`src/lfca_pkg.sv`:
```
package lfca_pkg;

   localparam int STATE_W = 48;
   localparam int AUX_W   = 32;
   localparam int ROUNDS  = 32;
   localparam int CELLS   = 2 * ROUNDS;

   localparam logic [15:0]        TABLE_A = 16'h2C79;
   localparam logic [15:0]        TABLE_B = 16'h6671;
   localparam logic [31:0]        TABLE_C = 32'h7907287B;
   localparam logic [STATE_W-1:0] FB_TAPS = 48'hB380_8322_0073;

   typedef struct packed {
      logic [STATE_W-1:0] state;
      logic [AUX_W-1:0]   aux;
   } round_word_type;

   function automatic logic filter_bit(input logic [STATE_W-1:0] s);
      logic [4:0] g;
      g[0] = TABLE_A[{s[41], s[42], s[44], s[45]}];
      g[1] = TABLE_B[{s[32], s[33], s[35], s[39]}];
      g[2] = TABLE_B[{s[21], s[24], s[26], s[30]}];
      g[3] = TABLE_B[{s[14], s[16], s[18], s[19]}];
      g[4] = TABLE_A[{s[1], s[3], s[4], s[13]}];
      return TABLE_C[g];
   endfunction

   function automatic logic parity_bit(input logic [STATE_W-1:0] s);
      return ^(s & FB_TAPS);
   endfunction

endpackage

```
`src/lfca_cell.sv`:
```
module lfca_cell (
   input  logic                    clock,
   input  logic                    reset,
   input  logic                    advance,
   input  logic                    init_mode,
   input  logic                    key_bit,
   input  logic                    valid_in,
   input  lfca_pkg::round_word_type word_in,
   output logic                    valid_out,
   output lfca_pkg::round_word_type word_out
);
   import lfca_pkg::*;

   logic           valid_ff;
   round_word_type word_ff;
   round_word_type word_in_next;
   logic           filt;
   logic           feed;

   always_comb begin
      filt = filter_bit(word_in.state);
      if (init_mode) begin
         feed = word_in.aux[AUX_W-1] ^ key_bit ^ filt;
         word_in_next.aux = {word_in.aux[AUX_W-2:0], 1'b0};
      end else begin
         feed = parity_bit(word_in.state);
         word_in_next.aux = {word_in.aux[AUX_W-2:0], filt};
      end
      word_in_next.state = {word_in.state[STATE_W-2:0], feed};
   end

   always_ff @(posedge clock) begin
      if (reset) begin
         valid_ff <= 1'b0;
      end else if (advance) begin
         valid_ff <= valid_in;
      end
   end

   always_ff @(posedge clock) begin
      if (advance) begin
         word_ff <= word_in_next;
      end
   end

   assign valid_out = valid_ff;
   assign word_out  = word_ff;

endmodule

```
`config.mk`:
```
export PLATFORM = sky130hd
export DESIGN_NAME = lfca_cell
export DESIGN_NICKNAME = d
export VERILOG_FILES = /design/src/lfca_pkg.sv /design/src/lfca_cell.sv
export SDC_FILE = /design/constraint.sdc
export NUM_CORES = 1
export LEC_CHECK = 0
export BUFFER_PORTS_ARGS = -buffer_cell sky130_fd_sc_hd__buf_2
export CELL_PAD_IN_SITES_DETAIL_PLACEMENT = 0
export CELL_PAD_IN_SITES_GLOBAL_PLACEMENT = 1
export CORE_MARGIN = 8
export CORE_UTILIZATION = 31
export CTS_CLUSTER_DIAMETER = 30
export DETAILED_ROUTE_END_ITERATION = 8
export GPL_TIMING_DRIVEN = 0
export MAX_ROUTING_LAYER = met4
export PLACE_DENSITY_LB_ADDON = 0.1
export SLEW_MARGIN = 10
export SYNTH_ARGS = -nofsm -noshare
export SYNTH_HDL_FRONTEND = slang
export SYNTH_SLANG_ARGS = --single-unit
```
`constraint.sdc`:
```
create_clock -name clock -period 2.8 [get_ports clock]
set_input_delay 0.56 -clock clock [delete_from_list [all_inputs] [get_ports clock]]
set_output_delay 0.56 -clock clock [all_outputs]
set_load 0.05 [all_outputs]
```
==> metrics.txt, run 1 <==
core area 9640 µm²; final number of setup-violating endpoints 0; I/O Buffers 166; Ant. Diodes 0; vias in the first global route 1,996; Min Hold Slack 363 ps; CP max FO 4; Cell variety after synth 26; Starting Density 31.6%; Fin Setup TNS 0 ps; DIE WIDTH 115 µm; largest net degree at the start of global routing 60; wire per inst 15.8 µm; CTS sink cnt 81; Mapped Cells 154; drt drc 0; fin crit share 92.7%; Initial DRC Count 103; total grt overflow 0; Slowest-stage cell, CP mux4_2; first-pass GRT wire length 10.5 mm; cell taking the most area after synthesis edfxtp_1; area grow syn2layout 39.7%; die span in y 115 µm; total CTS buffers 9; maximum clock path buffer count 2; Worst EP arrival 2700 ps; min cycle time layout 2600 ps; Routed Antenna Nets 0; Cell Chain, Critical Path buf_2 -> inv_1 -> ha_1 -> mux4_2 -> ha_1 -> or3_1 -> o21ai_0 -> a21oi_1 -> o221a_2; most used cell, CP ha_1; FMAX 385 MHz; Final Cell Area 4260 µm²; vias post-DR 1,938; top post-synthesis cells by area edfxtp_1 (79%), ha_1 (5.7%), xnor2_1 (3.4%); syn nets 254; Total Power 2950 µW; drt pass-1 iters 4; CTS tree done; worst vdd ir 0.000302 V; Req. time, crit path 2900 ps; commonest non-fill, non-tap cell in the layout buf_2; most frequent cells in the layout buf_2 (165), edfxtp_1 (80), ha_1 (14), inv_1 (13), xnor2_1 (12); gr usage total 11.0%; Min-Delay Path Class primary input to register; Post-Place Cell Area 4070 µm²; outcome finished, final reports clean; clk_lat worst skew 340 ps; Setup Fix Bufs, Post-CTS 0; root buffer cell clkbuf_8; CP Launch Type primary input; clk slew on worst S/H paths 80 ps; # Max-Cap Violations 0; setup repair after global routing missed its margin false; register area share after synthesis 79.5%; Util after Layout 44.1%; DR vias/cell 4.13; mapped cell area 3050 µm²; io pins 167; Pwr Density 694 nW/µm²; YS warnings 0; Setup Crit Path Kind primary input to register; GPL Wtd Cong 0.707; worst path bufs/invs 2; Crit path max-delay family adder cells; DIE AREA 13,300 µm²; clock skew 0 ps; crit path capture type register; Final Hold Vio Count 0; H-tree depth 3; Cell Rows 36; hold_buf cts 0; dpl hpwl 5.82 mm; Slew @ Worst Pin 374 ps; slowest stage delay, CP 510 ps; leak pwr 0.00186 µW; synthesized flop and latch total 81; post-synth top area share 78.9%; PostCTS Resize Cnt 0; fin nets 432; Avg Inst Size Synth 19.8 µm²; max_slew headroom 74.9%; layout cell share with drive strength beyond 1 56.8%; antenna violations before repair 0; Routed Wire Length 7.41 mm; Slew Limit Fails 0
## state kept, by name, indices dropped and copies added, names as in the netlist
signal,count
valid_out,1
word_out,80
## routing by layer
layer  part of all wire (%)  wire length, µm  vias up  track usage, %
li1                       -                -      927               -
met1                     41             3020      905            11.8
met2                     47             3500       98            17.6
met3                     10              768        8            5.20
met4                    1.5              112        0            4.03
met5                      0                0        -               -
## cell usage after synthesis, drive strengths merged
cell	count
edfxtp	80
ha	14
inv	14
xnor2	12
nor2	4
xor2	4
mux2i	3
nand2	3
a21oi	2
mux4	2
nor2b	2
o21ai	2
o31ai	2
a2111o	1
a211o	1
a221oi	1
a31o	1
and2	1
dfxtp	1
nand2b	1
o221a	1
o31a	1
or3	1
## metrics by stage
step                      worst slack, ps  instances
after floorplan                       109        154
after global placement               -151        453
after detailed placement             -193        454
after CTS                             190        469
after global routing                  121        469
final                                 204        469
## final timing paths
kind | from | to | slack (ps) | cells after the start
min | reset | valid_out | 360 | 2
max | word_in[76] | word_out[32] | 200 | 9
min reg2reg | valid_out | valid_out | 500 | 2
max reg2reg | valid_out | valid_out | 2220 | 2
## area by class of cell
type                    count  area (µm²)
repair buffers            167         861
fillers                   932        5380
clock inverters             6        57.6
inverters                  14        52.6
well taps                 133         166
multi-input cells          59         572
flip-flops and latches     81        2420
clock buffers               9         124
## cells by family (layout without fill, tap and decap cells)
group                    after synthesis  in the layout  synth area share (%)
AND/OR/NAND/NOR                       12             12                  1.97
multiplexers                           5              5                  2.46
flip-flops                            81             81                  79.5
AO/OA/AOI/OAI                         12             12                  3.98
adder cells (fa/ha/maj)               14             14                  5.75
XOR/XNOR                              16             16                  4.60
buffers and inverters                 14            196                  1.72
## report_power, final
part	switching, µW	total, µW	internal, µW
combinational	498	677	180
clock	411	814	403
sequential	19.3	1460	1440
total	929	2950	2020
(Power assumes the default switching activity.)
==> run 2, diff against run 1 <==
--- a/config.mk
+++ b/config.mk
@@ -9,12 +9,14 @@
 export CELL_PAD_IN_SITES_DETAIL_PLACEMENT = 0
 export CELL_PAD_IN_SITES_GLOBAL_PLACEMENT = 1
 export CORE_MARGIN = 8
-export CORE_UTILIZATION = 31
+export CORE_UTILIZATION = 35
 export CTS_CLUSTER_DIAMETER = 30
 export DETAILED_ROUTE_END_ITERATION = 8
 export GPL_TIMING_DRIVEN = 0
 export MAX_ROUTING_LAYER = met4
 export PLACE_DENSITY_LB_ADDON = 0.1
+export REMOVE_ABC_BUFFERS = 1
+export SETUP_SLACK_MARGIN = 0.4
 export SLEW_MARGIN = 10
 export SYNTH_ARGS = -nofsm -noshare
 export SYNTH_HDL_FRONTEND = slang
==> constraint.sdc (replaced) <==
create_clock -name clock -period 2.5 [get_ports clock]
set_input_delay 0.5 -clock clock [delete_from_list [all_inputs] [get_ports clock]]
set_output_delay 0.5 -clock clock [all_outputs]
set_load 0.05 [all_outputs]
==> run 2 against run 1 <==
Setup slack improved by 70 ps. Clock skew did not move. Total power rose by 15%. Global-route usage rose by 1.0 points. Non-clock buffer count rose by 2. Final cell count fell by 4.7%. Flip-flop and latch count did not move.
==> metrics.txt, run 2 (synthesis results as in run 1) <==
outcome finished, final reports clean; total CTS buffers 9 (unchanged); clk_lat worst skew 340 ps (about the same); Final Cell Area 4330 µm² (+1.7%); min cycle time layout 2230 ps; commonest non-fill, non-tap cell in the layout buf_2; die span in y 109 µm (-5.1%); hold wc startpoint reset; first-pass GRT wire length 10.5 mm (-0.52%); non-filler cells, final 447 (-4.7%); combinational cell fraction of total power 23.2% (+0.3 points); antenna violations before repair 0 (unchanged); I/O Buffers 166 (unchanged); Starting Density 35.5% (+3.8 points); clock skew 0 ps (unchanged); Switch Pwr 1090 µW (+17%); max_slew headroom 75.0% (about the same); layout cell share with drive strength beyond 1 59.3% (+2.4 points); FMAX 449 MHz; total grt overflow 0 (unchanged); reg2reg end valid_out; # Max-Cap Violations 0 (unchanged); reg-to-reg startpoint valid_out; maximum clock path buffer count 2 (unchanged); gr usage total 12.1% (+1.0 points); vias in the first global route 2,039 (+2.2%); H-tree depth 3 (unchanged); worst reg-to-reg setup slack 1920 ps (-300 ps); drt drc 0 (unchanged); area grow syn2layout 42.0%; Pint 2300 µW (+14%); Setup Crit Path Kind primary input to register; drt pass-1 iters 4 (unchanged); io pins 167 (unchanged); final number of setup-violating endpoints 0 (unchanged); Slew @ Worst Pin 373 ps (-0.522 ps); placed cell count 429 (-5.5%); Req. time, crit path 2600 ps (-300 ps); clock network power share 28.5% (+0.9 points); worst hold stages 2 (unchanged); CP max FO 4 (unchanged); Cell Rows 34 (-5.6%); Final Hold Vio Count 0 (unchanged); WHS Endpoint valid_out; Total Power 3390 µW (+15%); core area 8590 µm² (-11%); fin crit share 89.1%; Routed Antenna Nets 0 (unchanged); sequential cell fraction of total power 48.3% (-1.2 points); crit path capture type register; Routed Wire Length 7.33 mm (-1.0%); GPL Wtd Cong 0.707 (about the same); vias post-DR 1,991 (+2.7%); Pwr Density 784 nW/µm² (+13%); root buffer cell clkbuf_8; DIE WIDTH 109 µm (-5.1%); setup repair after global routing missed its margin true; DIE AREA 11,900 µm² (-9.9%); worst vdd ir 0.000317 V (+5.1%); hold_buf cts 0 (unchanged); Min-Delay Path Class primary input to register; Slew Limit Fails 0 (unchanged); Worst EP arrival 2330 ps (-370 ps); clk slew on worst S/H paths 80 ps (about the same); CTS tree done; Post-Place Cell Area 4040 µm² (-0.77%); dpl hpwl 5.76 mm (-1.1%); CP Launch Type primary input; most frequent cells in the layout buf_2 (163), edfxtp_1 (80), inv_1 (12), xnor2_1 (12), ha_1 (12); CTS sink cnt 81 (unchanged); fin nets 434 (+0.46%); R2R cell count 2 (unchanged); Initial DRC Count 82 (-20%); wire per inst 16.4 µm (+3.9%); DR vias/cell 4.45 (+7.8%); Net Sw Frac 32.1% (+0.65 points); largest net degree at the start of global routing 60 (unchanged); Ant. Diodes 0 (unchanged); max reg flops 80 (unchanged); leak pwr 0.00188 µW (+0.91%)
-- run 2: worst max-delay path by stage --
stage | start | to | cells after the start
after floorplan | word_in[76] | word_out[32] | 8
after global placement | word_in[76] | word_out[32] | 9
after detailed placement | word_in[76] | word_out[32] | 9
after CTS | word_in[76] | word_out[32] | 9
after global routing | word_in[76] | word_out[32] | 9
final | word_in[76] | word_out[32] | 9
-- run 2: worst max-delay path, cell delays in order --
cell      delay (ps)
buf_8            100
inv_4             40
ha_4             180
mux4_2           510
ha_4             290
or3_4            120
o21ai_4           60
a2111o_1         400
o221a_2          120
-- run 2: cell type report --
type	instances	area [µm²]
Fill cell	794	4270
Clock inverter	7	77.6
Inverter	14	55.1
Tap cell	108	135
Multi-Input combinational cell	59	617
Sequential cell	81	2420
Clock buffer	9	124
Timing Repair Buffer	169	896
-- run 2: timing repair --
item | in CTS | in global routing
pin swaps | 6 | 2
endpoints found under the setup margin | 2 | 2
gates resized for setup | 13 | 3
gates cloned | 0 | 0
setup buffers | 2 | 0
-- run 2: power by group through the flow --
stage / Sequential (µW) / Combinational, µW / Clock, µW
after floorplan: 2070 / 127 / 0
after global placement: 1670 / 758 / 0
after detailed placement: 1670 / 768 / 0
after CTS: 1640 / 789 / 998
after global routing: 1650 / 829 / 1050
final: 1640 / 786 / 968
-- run 2: per-stage QoR --
stage	TNS (ps)	setup WS [ps]	hold slack, ps	utilization, %
2_1_floorplan	-131	-131	572	-
3_3_place_gp	-533	-399	473	46.7
3_5_place_dp	-622	-449	496	47.0
4_1_cts	0	255	292	50.2
5_1_grt	0	236	293	50.3
6_report	0	273	306	50.3
-- run 2: metal layers --
metal	up-vias	wire [µm]	track usage [%]
met3	9	812	4.87
li1	937	-	-
met1	945	2880	13.3
met4	0	105	4.24
met2	100	3530	19.4
met5	-	0	-
==> run 3, diff against run 2 <==
--- a/config.mk
+++ b/config.mk
@@ -15,6 +15,7 @@
 export GPL_TIMING_DRIVEN = 0
 export MAX_ROUTING_LAYER = met4
 export PLACE_DENSITY_LB_ADDON = 0.1
+export RECOVER_POWER = 50
 export REMOVE_ABC_BUFFERS = 1
 export SETUP_SLACK_MARGIN = 0.4
 export SLEW_MARGIN = 10
==> run 3 against run 2 <==
Critical path depth decreased by 1. First-iteration DRC count increased by 1.2%. Combinational power decreased by 0.9%. Register-to-register slack about the same. Sequential power about the same. Setup slack got worse by 94 ps. Non-clock buffer count unchanged. Clock-buffer cell count unchanged. Largest cell class unchanged. Hold slack about the same. Critical endpoint unchanged. Total power decreased by 0.12%. Routed wire length increased by 0.49%.
==> metrics.txt, run 3 (synthesis results as in run 1) <==
drt pass-1 iters 4 (unchanged); GPL Wtd Cong 0.707 (unchanged); Setup Crit Path Kind primary input to register; DIE WIDTH 109 µm (unchanged); Ant. Diodes 0 (unchanged); dpl hpwl 5.76 mm (unchanged); total grt overflow 0 (unchanged); combinational cell fraction of total power 23.0% (-0.2 points); root buffer cell clkbuf_8; first-pass GRT wire length 10.5 mm (unchanged); clock network power share 28.6% (about the same); sequential cell fraction of total power 48.4% (about the same); commonest non-fill, non-tap cell in the layout buf_2; drt drc 0 (unchanged); clk slew on worst S/H paths 80 ps (about the same); non-filler cells, final 447 (unchanged); Starting Density 35.5% (unchanged); I/O Buffers 166 (unchanged); wire per inst 16.5 µm (+0.49%); Net Sw Frac 32.2% (+0.11 points); Routed Antenna Nets 0 (unchanged); io pins 167 (unchanged); Req. time, crit path 2600 ps (about the same); DIE AREA 11,900 µm² (unchanged); core area 8590 µm² (unchanged); FMAX 431 MHz (-4.1%); worst vdd ir 0.000317 V (+0.10%); die span in y 109 µm (unchanged); Slowest-stage cell, CP mux4_2; Slew @ Worst Pin 1340 ps (+962 ps); final number of setup-violating endpoints 0 (unchanged); Initial DRC Count 83 (+1.2%); slowest stage delay, CP 510 ps (about the same); total CTS buffers 9 (unchanged); vias in the first global route 2,039 (unchanged); Switch Pwr 1090 µW (+0.22%); antenna violations before repair 0 (unchanged); Crit path max-delay family compound AO/OA/AOI/OAI gates; Routed Wire Length 7.37 mm (+0.49%); Worst EP arrival 2420 ps (+90 ps); Total Power 3390 µW (-0.12%); # Max-Cap Violations 0 (unchanged); largest net degree at the start of global routing 60 (unchanged); crit path capture type register; Fill cells 802 (+1.0%); Pint 2300 µW (-0.28%); vias post-DR 2,002 (+0.55%); min cycle time layout 2320 ps (+94.0 ps); layout cell share with drive strength beyond 1 51.9% (-7.4 points); Slew Limit Fails 0 (unchanged); CP Launch Type primary input; CTS tree done; fin crit share 92.8% (+3.8 points); Cell Chain, Critical Path clkbuf_1 -> ha_4 -> mux4_2 -> ha_4 -> or3_4 -> o21ai_4 -> a2111o_1 -> o221a_2; CTS sink cnt 81 (unchanged); Final Hold Vio Count 0 (unchanged); Cell Rows 34 (unchanged); maximum clock path buffer count 2 (unchanged); placed cell count 429 (unchanged); gr usage total 12.1% (unchanged); clk_lat worst skew 340 ps (about the same); most frequent cells in the layout buf_2 (140), edfxtp_1 (80), clkbuf_1 (25); fin nets 434 (unchanged); clock skew 0 ps (unchanged); most used cell, CP ha_4; hold_buf cts 0 (unchanged); leak pwr 0.00181 µW (-3.8%); fin worst setup slack 179 ps (-94.0 ps); max reg flops 80 (unchanged); worst path bufs/invs 1 (-1); Util after Layout 49.9% (-0.47 points); area grow syn2layout 40.7%; DR vias/cell 4.48 (+0.55%); outcome finished, final reports clean; pre-CTS setup slack -449 ps (unchanged); max_slew headroom 11.0% (-64 points); setup repair after global routing missed its margin true; CP max FO 3 (-1); Min-Delay Path Class primary input to register; H-tree depth 3 (unchanged); Pwr Density 790 nW/µm² (+0.81%)
-- run 3: final timing paths --
kind | from | endpoint | slack (ps) | cells past startpoint
hold reg to reg | valid_out | valid_out | 500 | 2
setup reg to reg | valid_out | valid_out | 1920 | 2
setup / recovery | word_in[77] | word_out[32] | 180 | 8
hold / removal | reset | valid_out | 310 | 2
-- run 3: routing by layer --
layer,vias up,part of all wire [%],track usage [%]
li1,938,-,-
met1,950,40,13.3
met2,103,48,19.4
met3,11,11,4.87
met4,0,1.5,4.24
met5,-,0,-
-- run 3: per-stage QoR --
stage,area (µm²),setup TNS [ps],hold WS (ps)
2_1_floorplan,3050,-131,572
3_3_place_gp,4010,-533,473
3_5_place_dp,4040,-622,496
4_1_cts,4310,0,292
5_1_grt,4290,0,293
6_report,4290,0,306
-- run 3: what timing repair did --
| item | CTS | global route |
|---|---|---|
| buffers inserted | 2 | 0 |
| gates resized for setup | 13 | 3 |
| endpoints found under the setup margin | 2 | 2 |
| pin swaps | 6 | 2 |
-- run 3: worst register-to-register path: stages, from the launching register on --
cell and delay (ps):
dfxtp_1 310, mux2i_1 120, nor2_1 50
-- run 3: final cells by class --
cell class                 count  area (µm²)  area share [%]
sequential                    81        2420            56.5
inverter                      14        55.1            1.28
clock inverter                 7        77.6            1.81
tap                          108         135            3.15
clock buffer                   9         124            2.89
timing repair buffer         169         856            20.0
multi-input combinational     59         617            14.4
-- run 3: power by group through the flow --
stage / combinational, µW / sequential (µW) / clock [µW]
CTS: 789 / 1640 / 998
floorplan: 127 / 2070 / 0
finish: 779 / 1640 / 970
global placement: 758 / 1670 / 0
detailed placement: 768 / 1670 / 0
global route: 822 / 1650 / 1050
